<file path="src/hw/rtl/assert_macros.svh">
// Assertion helpers, clocked on clk with an active-low reset.
`ifndef ASSERT_MACROS_SVH
`define ASSERT_MACROS_SVH

// Checked only while out of reset
`define SCI_ASSERT(lbl, prop, msg) \
  lbl: assert property (@(posedge clk) disable iff (!rst_n) prop) else $error(msg);

// Checked on every edge, reset included
`define SCI_ASSERT_ALWAYS(lbl, prop, msg) \
  lbl: assert property (@(posedge clk) prop) else $error(msg);

`endif

</file>
<file path="src/hw/rtl/sci_pkg.sv">
package sci_pkg;
  localparam int unsigned MAX_BINS_DEF = 256;
  localparam int unsigned LEVEL_W      = 17;
  localparam int unsigned WEIGHT_W     = 32;
  localparam int unsigned SUM_W        = 40;
  localparam int unsigned EDGE_W       = 9;
  localparam int unsigned FRAC_W       = 16;
  localparam int unsigned PROD_W       = LEVEL_W + SUM_W;
  localparam logic [LEVEL_W-1:0] LEVEL_RESET = 17'd62259;
  localparam logic [SUM_W-1:0]   SUM_MAX     = {SUM_W{1'b1}};
endpackage

</file>
<file path="src/hw/rtl/sci_mul.sv">
// Shift-add multiplier, one multiplier bit per cycle.
module sci_mul (
  input  logic                          clk,
  input  logic                          rst_n,
  input  logic                          start,
  input  logic [sci_pkg::LEVEL_W-1:0]   a,
  input  logic [sci_pkg::SUM_W-1:0]     b,
  output logic                          done,
  output logic [sci_pkg::PROD_W-1:0]    prod
);
  import sci_pkg::*;

  logic                busy_r;
  logic                done_r;
  logic [LEVEL_W-1:0]  a_r;
  logic [PROD_W-1:0]   b_r;
  logic [PROD_W-1:0]   acc_r;

  always_ff @(posedge clk) begin
    if (!rst_n) begin
      busy_r <= 1'b0;
      done_r <= 1'b0;
    end else begin
      done_r <= 1'b0;
      if (start) begin
        busy_r <= 1'b1;
        a_r    <= a;
        b_r    <= PROD_W'(b);
        acc_r  <= '0;
      end else if (busy_r) begin
        if (a_r == '0) begin
          busy_r <= 1'b0;
          done_r <= 1'b1;
        end else begin
          // add the shifted multiplicand for each set bit
          if (a_r[0]) acc_r <= acc_r + b_r;
          a_r <= a_r >> 1;
          b_r <= b_r << 1;
        end
      end
    end
  end

  assign done = done_r;
  assign prod = acc_r;
endmodule

</file>
<file path="config.mk">
export PLATFORM = sky130hd
export DESIGN_NAME = sci_mul
export DESIGN_NICKNAME = d
export VERILOG_FILES = /design/src/hw/rtl/assert_macros.svh /design/src/hw/rtl/sci_pkg.sv /design/src/hw/rtl/sci_mul.sv
export SDC_FILE = /design/constraint.sdc
export NUM_CORES = 1
export LEC_CHECK = 0
export ABC_CLOCK_PERIOD_IN_PS = 6700
export BUFFER_PORTS_ARGS = -buffer_cell sky130_fd_sc_hd__clkbuf_2
export CAP_MARGIN = 20
export CORE_MARGIN = 5
export CORE_UTILIZATION = 50
export DETAILED_ROUTE_END_ITERATION = 8
export GPL_TIMING_DRIVEN = 0
export HOLD_SLACK_MARGIN = 0.15
export PLACE_DENSITY = 0.74
export SYNTH_ARGS = -nofsm -noshare
export SYNTH_HDL_FRONTEND = slang
export SYNTH_SLANG_ARGS = --single-unit
</file>
<file path="constraint.sdc">
create_clock -name clk -period 6.7 [get_ports clk]
set_clock_uncertainty 0.1 [all_clocks]
set_input_delay 0 -clock clk [delete_from_list [all_inputs] [get_ports clk]]
set_output_delay 0 -clock clk [all_outputs]
set_load 0.05 [all_outputs]
</file>
# Word level (Yosys, flattened, before mapping)
# Index checks and enable logic that the tools add are counted.
totals:
  regBits: 133
  latch_bits: 0
  ramBits: 0
  rom_bits: 0
  in_bits: 60
  output_inout_bits: 58
  word_cells: 29
  n_memories: 0
classes:
  addsub: 1
  multipliers: 0
  div: 0
  n_lt_le_gt_ge: 0
  eq_ne: 1
  n_shift: 0
  n_mux: 13
  bitwise: 2
  reduce_logical: 6
op_table:
  columns: ["cell", "n"]
  rows:
  - ["$mux 57", 5]
  - ["$add 57x57->57", 1]
  - ["$mux 17", 3]
  - ["$mux 40", 1]
  - ["$logic_not 17->1", 1]
  - ["$mux 1", 4]
  - ["$reduce_and 4->1", 1]
  - ["$reduce_bool 2->1", 2]
  - ["$reduce_and 3->1", 1]
  - ["$reduce_or 3->1", 1]
  - ["$ne 2x2->1 const B", 1]
  - ["$not 1->1", 2]

# Logic depth before layout (Yosys ltp)
# Gate-level depths: netlist of run 1.
depth:
  ltp_word: 4
  ltp_mapped: 10

# Worst setup path after synthesis of run 1
# No wires, ideal clock.
synth_timing:
  path_kind: "register -> register"
  start: "register a_r[11]"
  end: "register acc_r[0] (netlist: prod[0]), enable pin"
  setup_ns: 0.479
  t_arrival_ns: 6.679
  setup_slack_ns: -0.557
  path_stages_with_launch: 7
  synth_period_minus_slack_ns: 7.257
  cell_sequence: "edfxtp_1 -> nor4_1 -> nand4_1 -> or4_1 -> a21oi_1 -> nor2b_1 -> nor2b_1"
synth_between:
  elab_chain_len: 3
synth_lines:
  columns: ["item", "line_no", "text"]
  rows:
  - ["start: declaration", "sci_mul.sv:15", "logic [LEVEL_W-1:0] a_r;"]
  - ["start signal: assignment", "sci_mul.sv:37", "a_r <= a_r >> 1;"]
  - ["$logic_not 17->1", "sci_mul.sv:31", "if (a_r == '0) begin"]
  - ["$ne 2x2->1 (no source line)", null, null]
  - ["$reduce_and 4->1 (no source line)", null, null]
  - ["end signal: assignment", "sci_mul.sv:36", "if (a_r[0]) acc_r <= acc_r + b_r;"]
  - ["end: declaration", "sci_mul.sv:17", "logic [PROD_W-1:0] acc_r;"]
# No other way between the ends.
# A chain may end at the register's enable or synchronous reset.

# Worst setup path in the final report of run 1
layout_timing:
  start: "register acc_r[0] (netlist: prod[0])"
  end: "register acc_r[48] (netlist: prod[48]) (data pin)"
layout_between:
  elab_chain_len: 4
layout_lines:
  columns: ["item", "line_no", "text"]
  rows:
  - ["$add 57x57->57", "sci_mul.sv:36", null]
  - ["$mux 57", "sci_mul.sv:36", null]
  - ["$mux 57", "sci_mul.sv:31", null]
  - ["$mux 57", "sci_mul.sv:30", "end else if (busy_r) begin"]
# No other way between the ends. The select of a mux whose other input is x is not followed.

==> key figures, run 1 <==
Final layout
  – Final core occ: 63.8%
  – Post-Layout Cell Count: 1250
  – Antenna cells: 0
  – Share of cells above drive strength 1: 21.9%
  – Nets: 1134
  – Synth-to-Final Area Change: 24.4%

Yosys
  – EDFF count, synth: 131
  – Synthesized flop and latch total: approximately 130
  – Mean Syn Cell Area: 10.5 µm²
  – Warnings, synthesis: 0
  – Post-Syn Nets: 936
  – Post-Syn Area: 8570 µm²
  – Post-Syn Instances: around 820
  – Post-synth top flop: edfxtp_1
  – Yosys cell types: 58
  – Sequential share of the synthesized area: 46.4%
  – Asr flop ratio synth: 0%

Status
  – Status: completed

Timing
  – Setup violations, final: 0
  – Worst slew pin tran: 0.839 ns
  – Fin. Hold Viols: 0
  – RSZ-0062 raised after global routing: no
  – Post-route minimum period: 3.97 ns
  – Setup_tns: 0 ns
  – Fmax: between 200 and 300 MHz
  – Hold slack: about 0.29 ns
  – Slew margin rel.: 43.9%
  – Slew Limit Fails: 0
  – Final period util: 59.2%

Route
  – Final ANT Viol Nets: 0
  – Via density: 5.71
  – DR pass1 iterations: 5
  – # DRC: 0
  – Via Count: 7138
  – Initial DRC count: 573
  – WL/cell: 17.3 µm
  – Total Wirelength: 21700 µm

Floorplanning
  – I/O pin total: roughly 120
  – Row Count: 47
  – Vert. Die Dim: 141 µm
  – Initial Util: 51.3%
  – Die area: 19900 µm²
  – Core Region: 16700 µm²
  – Die width: about 140 µm

Worst setup path
  – Worst setup EP type: register
  – Setup Crit Path Kind: register to register
  – Worst path required time: 6.78 ns
  – Type of origin of the critical path: register
  – Crit path max fanout: 4
  – WP data arrival: 4.04 ns

Placement
  – Post-DP HPWL: about 16000 µm
  – Placed cell count: 1159
  – GP Congestion: 0.902
  – Port Buffers: 117

GRT
  – Initial antenna violation count: 0
  – Gr busiest metal: met2
  – Met3 usage: 5.52%
  – Largest net degree at the start of global routing: 33
  – Met1 global-route usage: 29.3%
  – Total grt overflow: 0
  – Vias in the first global route: 7135
  – M2 GR Usage: 36.5%
  – First-pass GRT wire length: 35700 µm
  – GRT Total Usage: 22.3%

Power and ir drop
  – Pwr Density: 246 nW/µm²
  – Maximum VDD drop: 0.189 mV
  – Leak pwr: between 4 and 5 nW
  – Total power: approximately 2.6 mW

Clock tree
  – CTS tree: done
  – H-tree depth: 4
  – Hold_buf cts: 59
  – Clk sinks: 133
  – CTS root buf: clkbuf_16
  – Num CTS Buffers: 17
  – Clock buffer depth: 2
  – Post-CTS sizing: 0
  – Worst skew pair latency: 0.43 ns
  – Clock transition at path regs: 0.06 ns
  – Setup Buffers After CTS: 0

Job
  – Max Cap Violations: 0

Worst hold path
  – HP Class: input pin to register
==> worst max-delay path: stages, from the launching register on <==
cell	delay [ns]
edfxtp_1	0.42
ha_1	0.26
fa_1	0.44
a211o_1	0.34
a211o_1	0.34
a21oi_1	0.39
o211a_1	0.33
o31a_1	0.31
o21ai_1	0.19
a21oi_1	0.24
mux2_2	0.36
==> Yosys cell counts (8+ instances only) <==
master / count / area share, %
edfxtp_1: 131 / 46
nor2_1: 85 / 3.7
a21oi_1: 70 / 4.1
mux2_2: 65 / 8.5
ha_1: 56 / 8.2
nand2_1: 54 / 2.4
clkbuf_1: 42 / 1.8
nor2b_1: 34 / 2.5
o21ai_0: 33 / 1.9
nand4_1: 26 / 1.9
nor3_1: 24 / 1.4
a21o_1: 23 / 2.0
xnor2_1: 19 / 1.9
xor2_1: 16 / 1.6
inv_1: 15 / 0.66
nand3_1: 12 / 0.70
o21bai_1: 12 / 1.1
o21a_1: 11 / 0.96
a31oi_1: 9 / 0.66
nor4_1: 8 / 0.58
==> registers in the layout, indices dropped and copies added (netlist names) <==
signal / flops
a_r: 17
b_r: 57
busy_r: 1
done: 1
prod: 57
==> layout by cell type, fill, tap and decap left out, drive strengths merged, types with 4 or more instances in the layout <==
| master | n |
|---|---|
| clkbuf | 177 |
| edfxtp | 131 |
| nor2 | 85 |
| a21oi | 70 |
| mux2 | 66 |
| dlygate4sd3 | 59 |
| ha | 56 |
| nand2 | 54 |
| o21ai | 35 |
| nor2b | 34 |
| nand4 | 26 |
| nor3 | 24 |
| a21o | 23 |
| xnor2 | 19 |
| inv | 17 |
| xor2 | 16 |
| nand3 | 12 |
| o21bai | 12 |
| o21a | 11 |
| a31oi | 9 |
| nor4 | 8 |
| a211oi | 7 |
| clkinv | 7 |
| a211o | 6 |
| buf | 5 |
| nand2b | 4 |
| o211ai | 4 |
| or3 | 4 |
==> logic make-up after synthesis <==
logic type,Yosys count,share of synthesized area (%)
flops,133,46.4
compound gates,202,15.1
simple gates,267,15.2
buf+inv,59,2.67
xor+xnor,35,3.58
mux,66,8.67
fa+ha+maj,57,8.41
==> metrics by stage <==
step / setup WS (ns) / instance area (µm²)
detailed placement: 2.82 / 9500
global placement: -1.60 / 9430
CTS: 2.80 / 10700
floorplan: 0.858 / 8570
finish: 2.73 / 10700
global route: 2.65 / 10700
==> routing by layer <==
metal / wire length [µm] / up-vias
li1: - / 3488
met1: 9500 / 3356
met2: 10200 / 251
met3: 1490 / 43
met4: 439 / 0
met5: 0 / -
==> final cells by class <==
| cell class | count | area, µm² |
|---|---|---|
| buffer | 44 | 173 |
| clock buffer | 18 | 429 |
| clock inverter | 14 | 135 |
| fill | 1387 | 6040 |
| inverter | 15 | 56.3 |
| multi-input combinational | 627 | 4380 |
| sequential | 133 | 3970 |
| tap | 220 | 275 |
| timing repair buffer | 179 | 1240 |
==> power by group <==
group	switching (mW)	total (mW)	leakage, nW	internal (mW)
clock network	0.365	0.908	0.269	0.543
registers	0.0337	1.03	1.27	0.996
logic	0.421	0.682	2.73	0.261
==> final timing paths <==
kind         depth (start not counted)  slack (ns)     from  endpoint
max                                 10        2.73  prod[0]  prod[48]
min                                  3        0.29    rst_n    busy_r
max reg2reg                         10        2.73  prod[0]  prod[48]
min reg2reg                          2        0.34   busy_r      done
Power figures use the tool's default switching activity.
==> run 2: changes to the inputs <==
ABC_CLOCK_PERIOD_IN_PS = 3360   (was 6700)
clock period = 3.36 ns   (was 6.7 ns; I/O delays follow)
==> run 2 against run 1 <==
Effect of this change:
- register-to-register slack got worse by 2.7 ns
- non-clock buffer count increased by 14
- hold slack got worse by 0.0049 ns
- final cell count increased by 1.0%
- sequential cell count unchanged
- global-route usage decreased by 0.47 points
- routed wire length increased by 1.7%
- count of clock-buffer cells in the layout decreased by 1
- sequential share of layout area decreased by 0.98 points
- via count increased by 2.2%
- highest routed layer unchanged
==> key figures, run 2 (synthesized netlist as in run 1, its figures left out) <==
GRT
  – Largest net degree at the start of global routing: 31 (-6.1%)
  – Total grt overflow: 0 (unchanged)
  – Initial antenna violation count: 0 (unchanged)
  – Vias in the first global route: 7056 (-1.1%)
  – First-pass GRT wire length: 35100 µm (-1.8%)
  – GRT Total Usage: 21.8% (-0.47 points)

Worst setup path
  – Max incr delay on CP: 0.43 ns (about the same)
  – R2R cell count: 10 (unchanged)
  – CP cell instances: ha_4 -> fa_2 -> a211o_1 -> a211o_1 -> a211o_1 -> nand4_1 -> a211oi_2 -> o31ai_2 -> and3b_1 -> mux2_4
  – Setup Crit Path Kind: register to register
  – WP data arrival: 3.43 ns (-0.61 ns)
  – Type of origin of the critical path: register
  – R2R setup slack: 0.003 ns (-2.73 ns)
  – Crit Reg-Reg Endpoint: prod[50]
  – Cell mode on critical path: a211o_1
  – Worst setup EP type: register
  – Crit path max fanout: 3 (-1)
  – Worst path required time: 3.44 ns (-3.34 ns)
  – R2R Path Start: prod[0]
  – Slowest CP cell: edfxtp_1

Floorplanning
  – I/O pin total: 118 (unchanged)
  – Row Count: 47 (unchanged)
  – Vert. Die Dim: 141 µm (unchanged)
  – Initial Util: 51.3% (unchanged)
  – Die area: 19900 µm² (unchanged)
  – Die width: 141 µm (unchanged)
  – Core Region: 16700 µm² (unchanged)

Route
  – Via density: 5.78 (+1.1%)
  – WL/cell: 17.4 µm (+0.65%)
  – Initial DRC count: 662 (+16%)
  – Final ANT Viol Nets: 0 (unchanged)
  – DR pass1 iterations: 6 (+1)
  – Via Count: 7294 (+2.2%)
  – Total Wirelength: 22000 µm (+1.7%)
  – # DRC: 0 (unchanged)

Timing
  – Fmax: 298 MHz (+18%)
  – Hold slack: 0.288 ns (-0.00492 ns)
  – Worst slew pin tran: 0.921 ns (+0.0814 ns)
  – Final setup margin: 0.00267 ns (-2.73 ns)
  – Post-route minimum period: 3.36 ns (-0.610 ns)
  – Setup violations, final: 0 (unchanged)
  – Final period util: 99.9% (+41 points)
  – Slew margin rel.: 38.5% (-5.4 points)
  – RSZ-0062 raised after global routing: yes
  – Fin. Hold Viols: 0 (unchanged)
  – Slew Limit Fails: 0 (unchanged)

Power and ir drop
  – Clk pwr share: 33.9% (-0.8 points)
  – Comb pwr share: 27.2% (+1.2 points)
  – Maximum VDD drop: 0.399 mV (+110%)
  – P_int: 3.57 mW (+98%)
  – Pwr Density: 482 nW/µm² (+96%)
  – Reg power frac: 38.9% (-0.4 points)
  – Leak pwr: 4.36 nW (+2.2%)
  – Switching part of the total: 32.4% (+1.2 points)
  – Psw: 1.71 mW (+110%)

Final layout
  – Share of cells above drive strength 1: 26.3% (+4.3 points)
  – Antenna cells: 0 (unchanged)
  – Filler cell count: 1351 (-2.6%)
  – Commonest non-fill, non-tap cell in the layout: edfxtp_1
  – Synth-to-Final Area Change: 27.8%
  – Nets: 1148 (+1.2%)
  – Most frequent cells in the layout: edfxtp_1 (131), clkbuf_2 (117), nor2_1 (85), mux2_2 (64)

Worst hold path
  – Hold Path Cell Cnt: 4 (+1)
  – Worst hold path endpoint: done
  – HP Class: input pin to register
  – Hold Crit Start: rst_n

Placement
  – Place WS: -0.215 ns (-3.03 ns)
  – GP Congestion: 0.935 (+3.7%)
  – Post-DP HPWL: 15700 µm (+0.39%)
  – Port Buffers: 117 (unchanged)

Status
  – Status: completed

Clock tree
  – Clk sinks: 133 (unchanged)
  – Clock transition at path regs: 0.06 ns (about the same)
  – Clock buffer depth: 2 (unchanged)
  – H-tree depth: 4 (unchanged)
  – CTS root buf: clkbuf_16
  – Num CTS Buffers: 17 (unchanged)
  – Worst skew pair latency: 0.43 ns (about the same)
  – CTS tree: done

Job
  – Max Cap Violations: 0 (unchanged)
-- run 2: layer usage --
metal	part of all wire, %	GRT usage, %	up-vias
met2	47	35.6	268
met4	1.5	5.20	0
met1	44	29.6	3491
li1	-	-	3507
met5	0	0	-
met3	7.2	5.25	28
-- run 2: area by class of cell --
class | instances | area, µm² | share of cell area, %
Timing Repair Buffer | 197 | 1380 | 12.6
Inverter | 15 | 56.3 | 0.514
Multi-Input combinational cell | 627 | 4550 | 41.6
Clock inverter | 14 | 128 | 1.17
Sequential cell | 133 | 3970 | 36.3
Tap cell | 220 | 275 | 2.51
Clock buffer | 17 | 425 | 3.89
Buffer | 40 | 165 | 1.51
-- run 2: power by group through the flow --
stage                     clock (mW)  combinational (mW)  sequential, mW
after floorplan                    0               0.820            2.24
after global placement             0                1.26            2.09
after detailed placement           0                1.29            2.09
after CTS                       1.80                1.37            2.06
after global routing            1.89                1.57            2.07
final                           1.79                1.43            2.06
-- run 2: repair_timing --
item                                    in CTS  in global routing
setup buffers                                9                  9
pin swaps                                    9                 15
hold buffers                                59                  0
resized for setup                            7                 24
endpoints found under the setup margin       8                 18
hold endpoints to repair                    82                  0
-- run 2: worst max-delay path: cells and delay by family, from the launching register on --
| kind | cells | cell delay (ns) |
|---|---|---|
| AOI/OAI and AO/OA | 5 | 1.33 |
| adders and majority gates | 2 | 0.53 |
| DFF | 1 | 0.43 |
| muxes | 1 | 0.31 |
| and+or+nand+nor | 2 | 0.40 |
-- run 2: how the worst max path moves through the flow --
stage | from | to | slack, ns
after floorplan | a_r[4] | prod[0] | -0.65
final | prod[0] | prod[50] | 0.003
after CTS | b_r[0] | prod[50] | -0.08
after global placement | a_r[14] | prod[24] | -2.06
after global routing | b_r[0] | prod[50] | -0.13
after detailed placement | b_r[0] | prod[48] | -0.21
-- run 2: metrics by stage --
stage | util, % | area (µm²) | std cells | power, mW | setup TNS [ns]
floorplan | - | 8610 | 819 | 3.06 | -37.10
global placement | 56.7 | 9470 | 1156 | 3.35 | -118.22
detailed placement | 57.1 | 9540 | 1159 | 3.38 | -0.762
CTS | 64.5 | 10800 | 1258 | 5.23 | -0.305
global route | 65.6 | 10900 | 1263 | 5.53 | -0.378
finish | 65.6 | 10900 | 1263 | 5.28 | 0
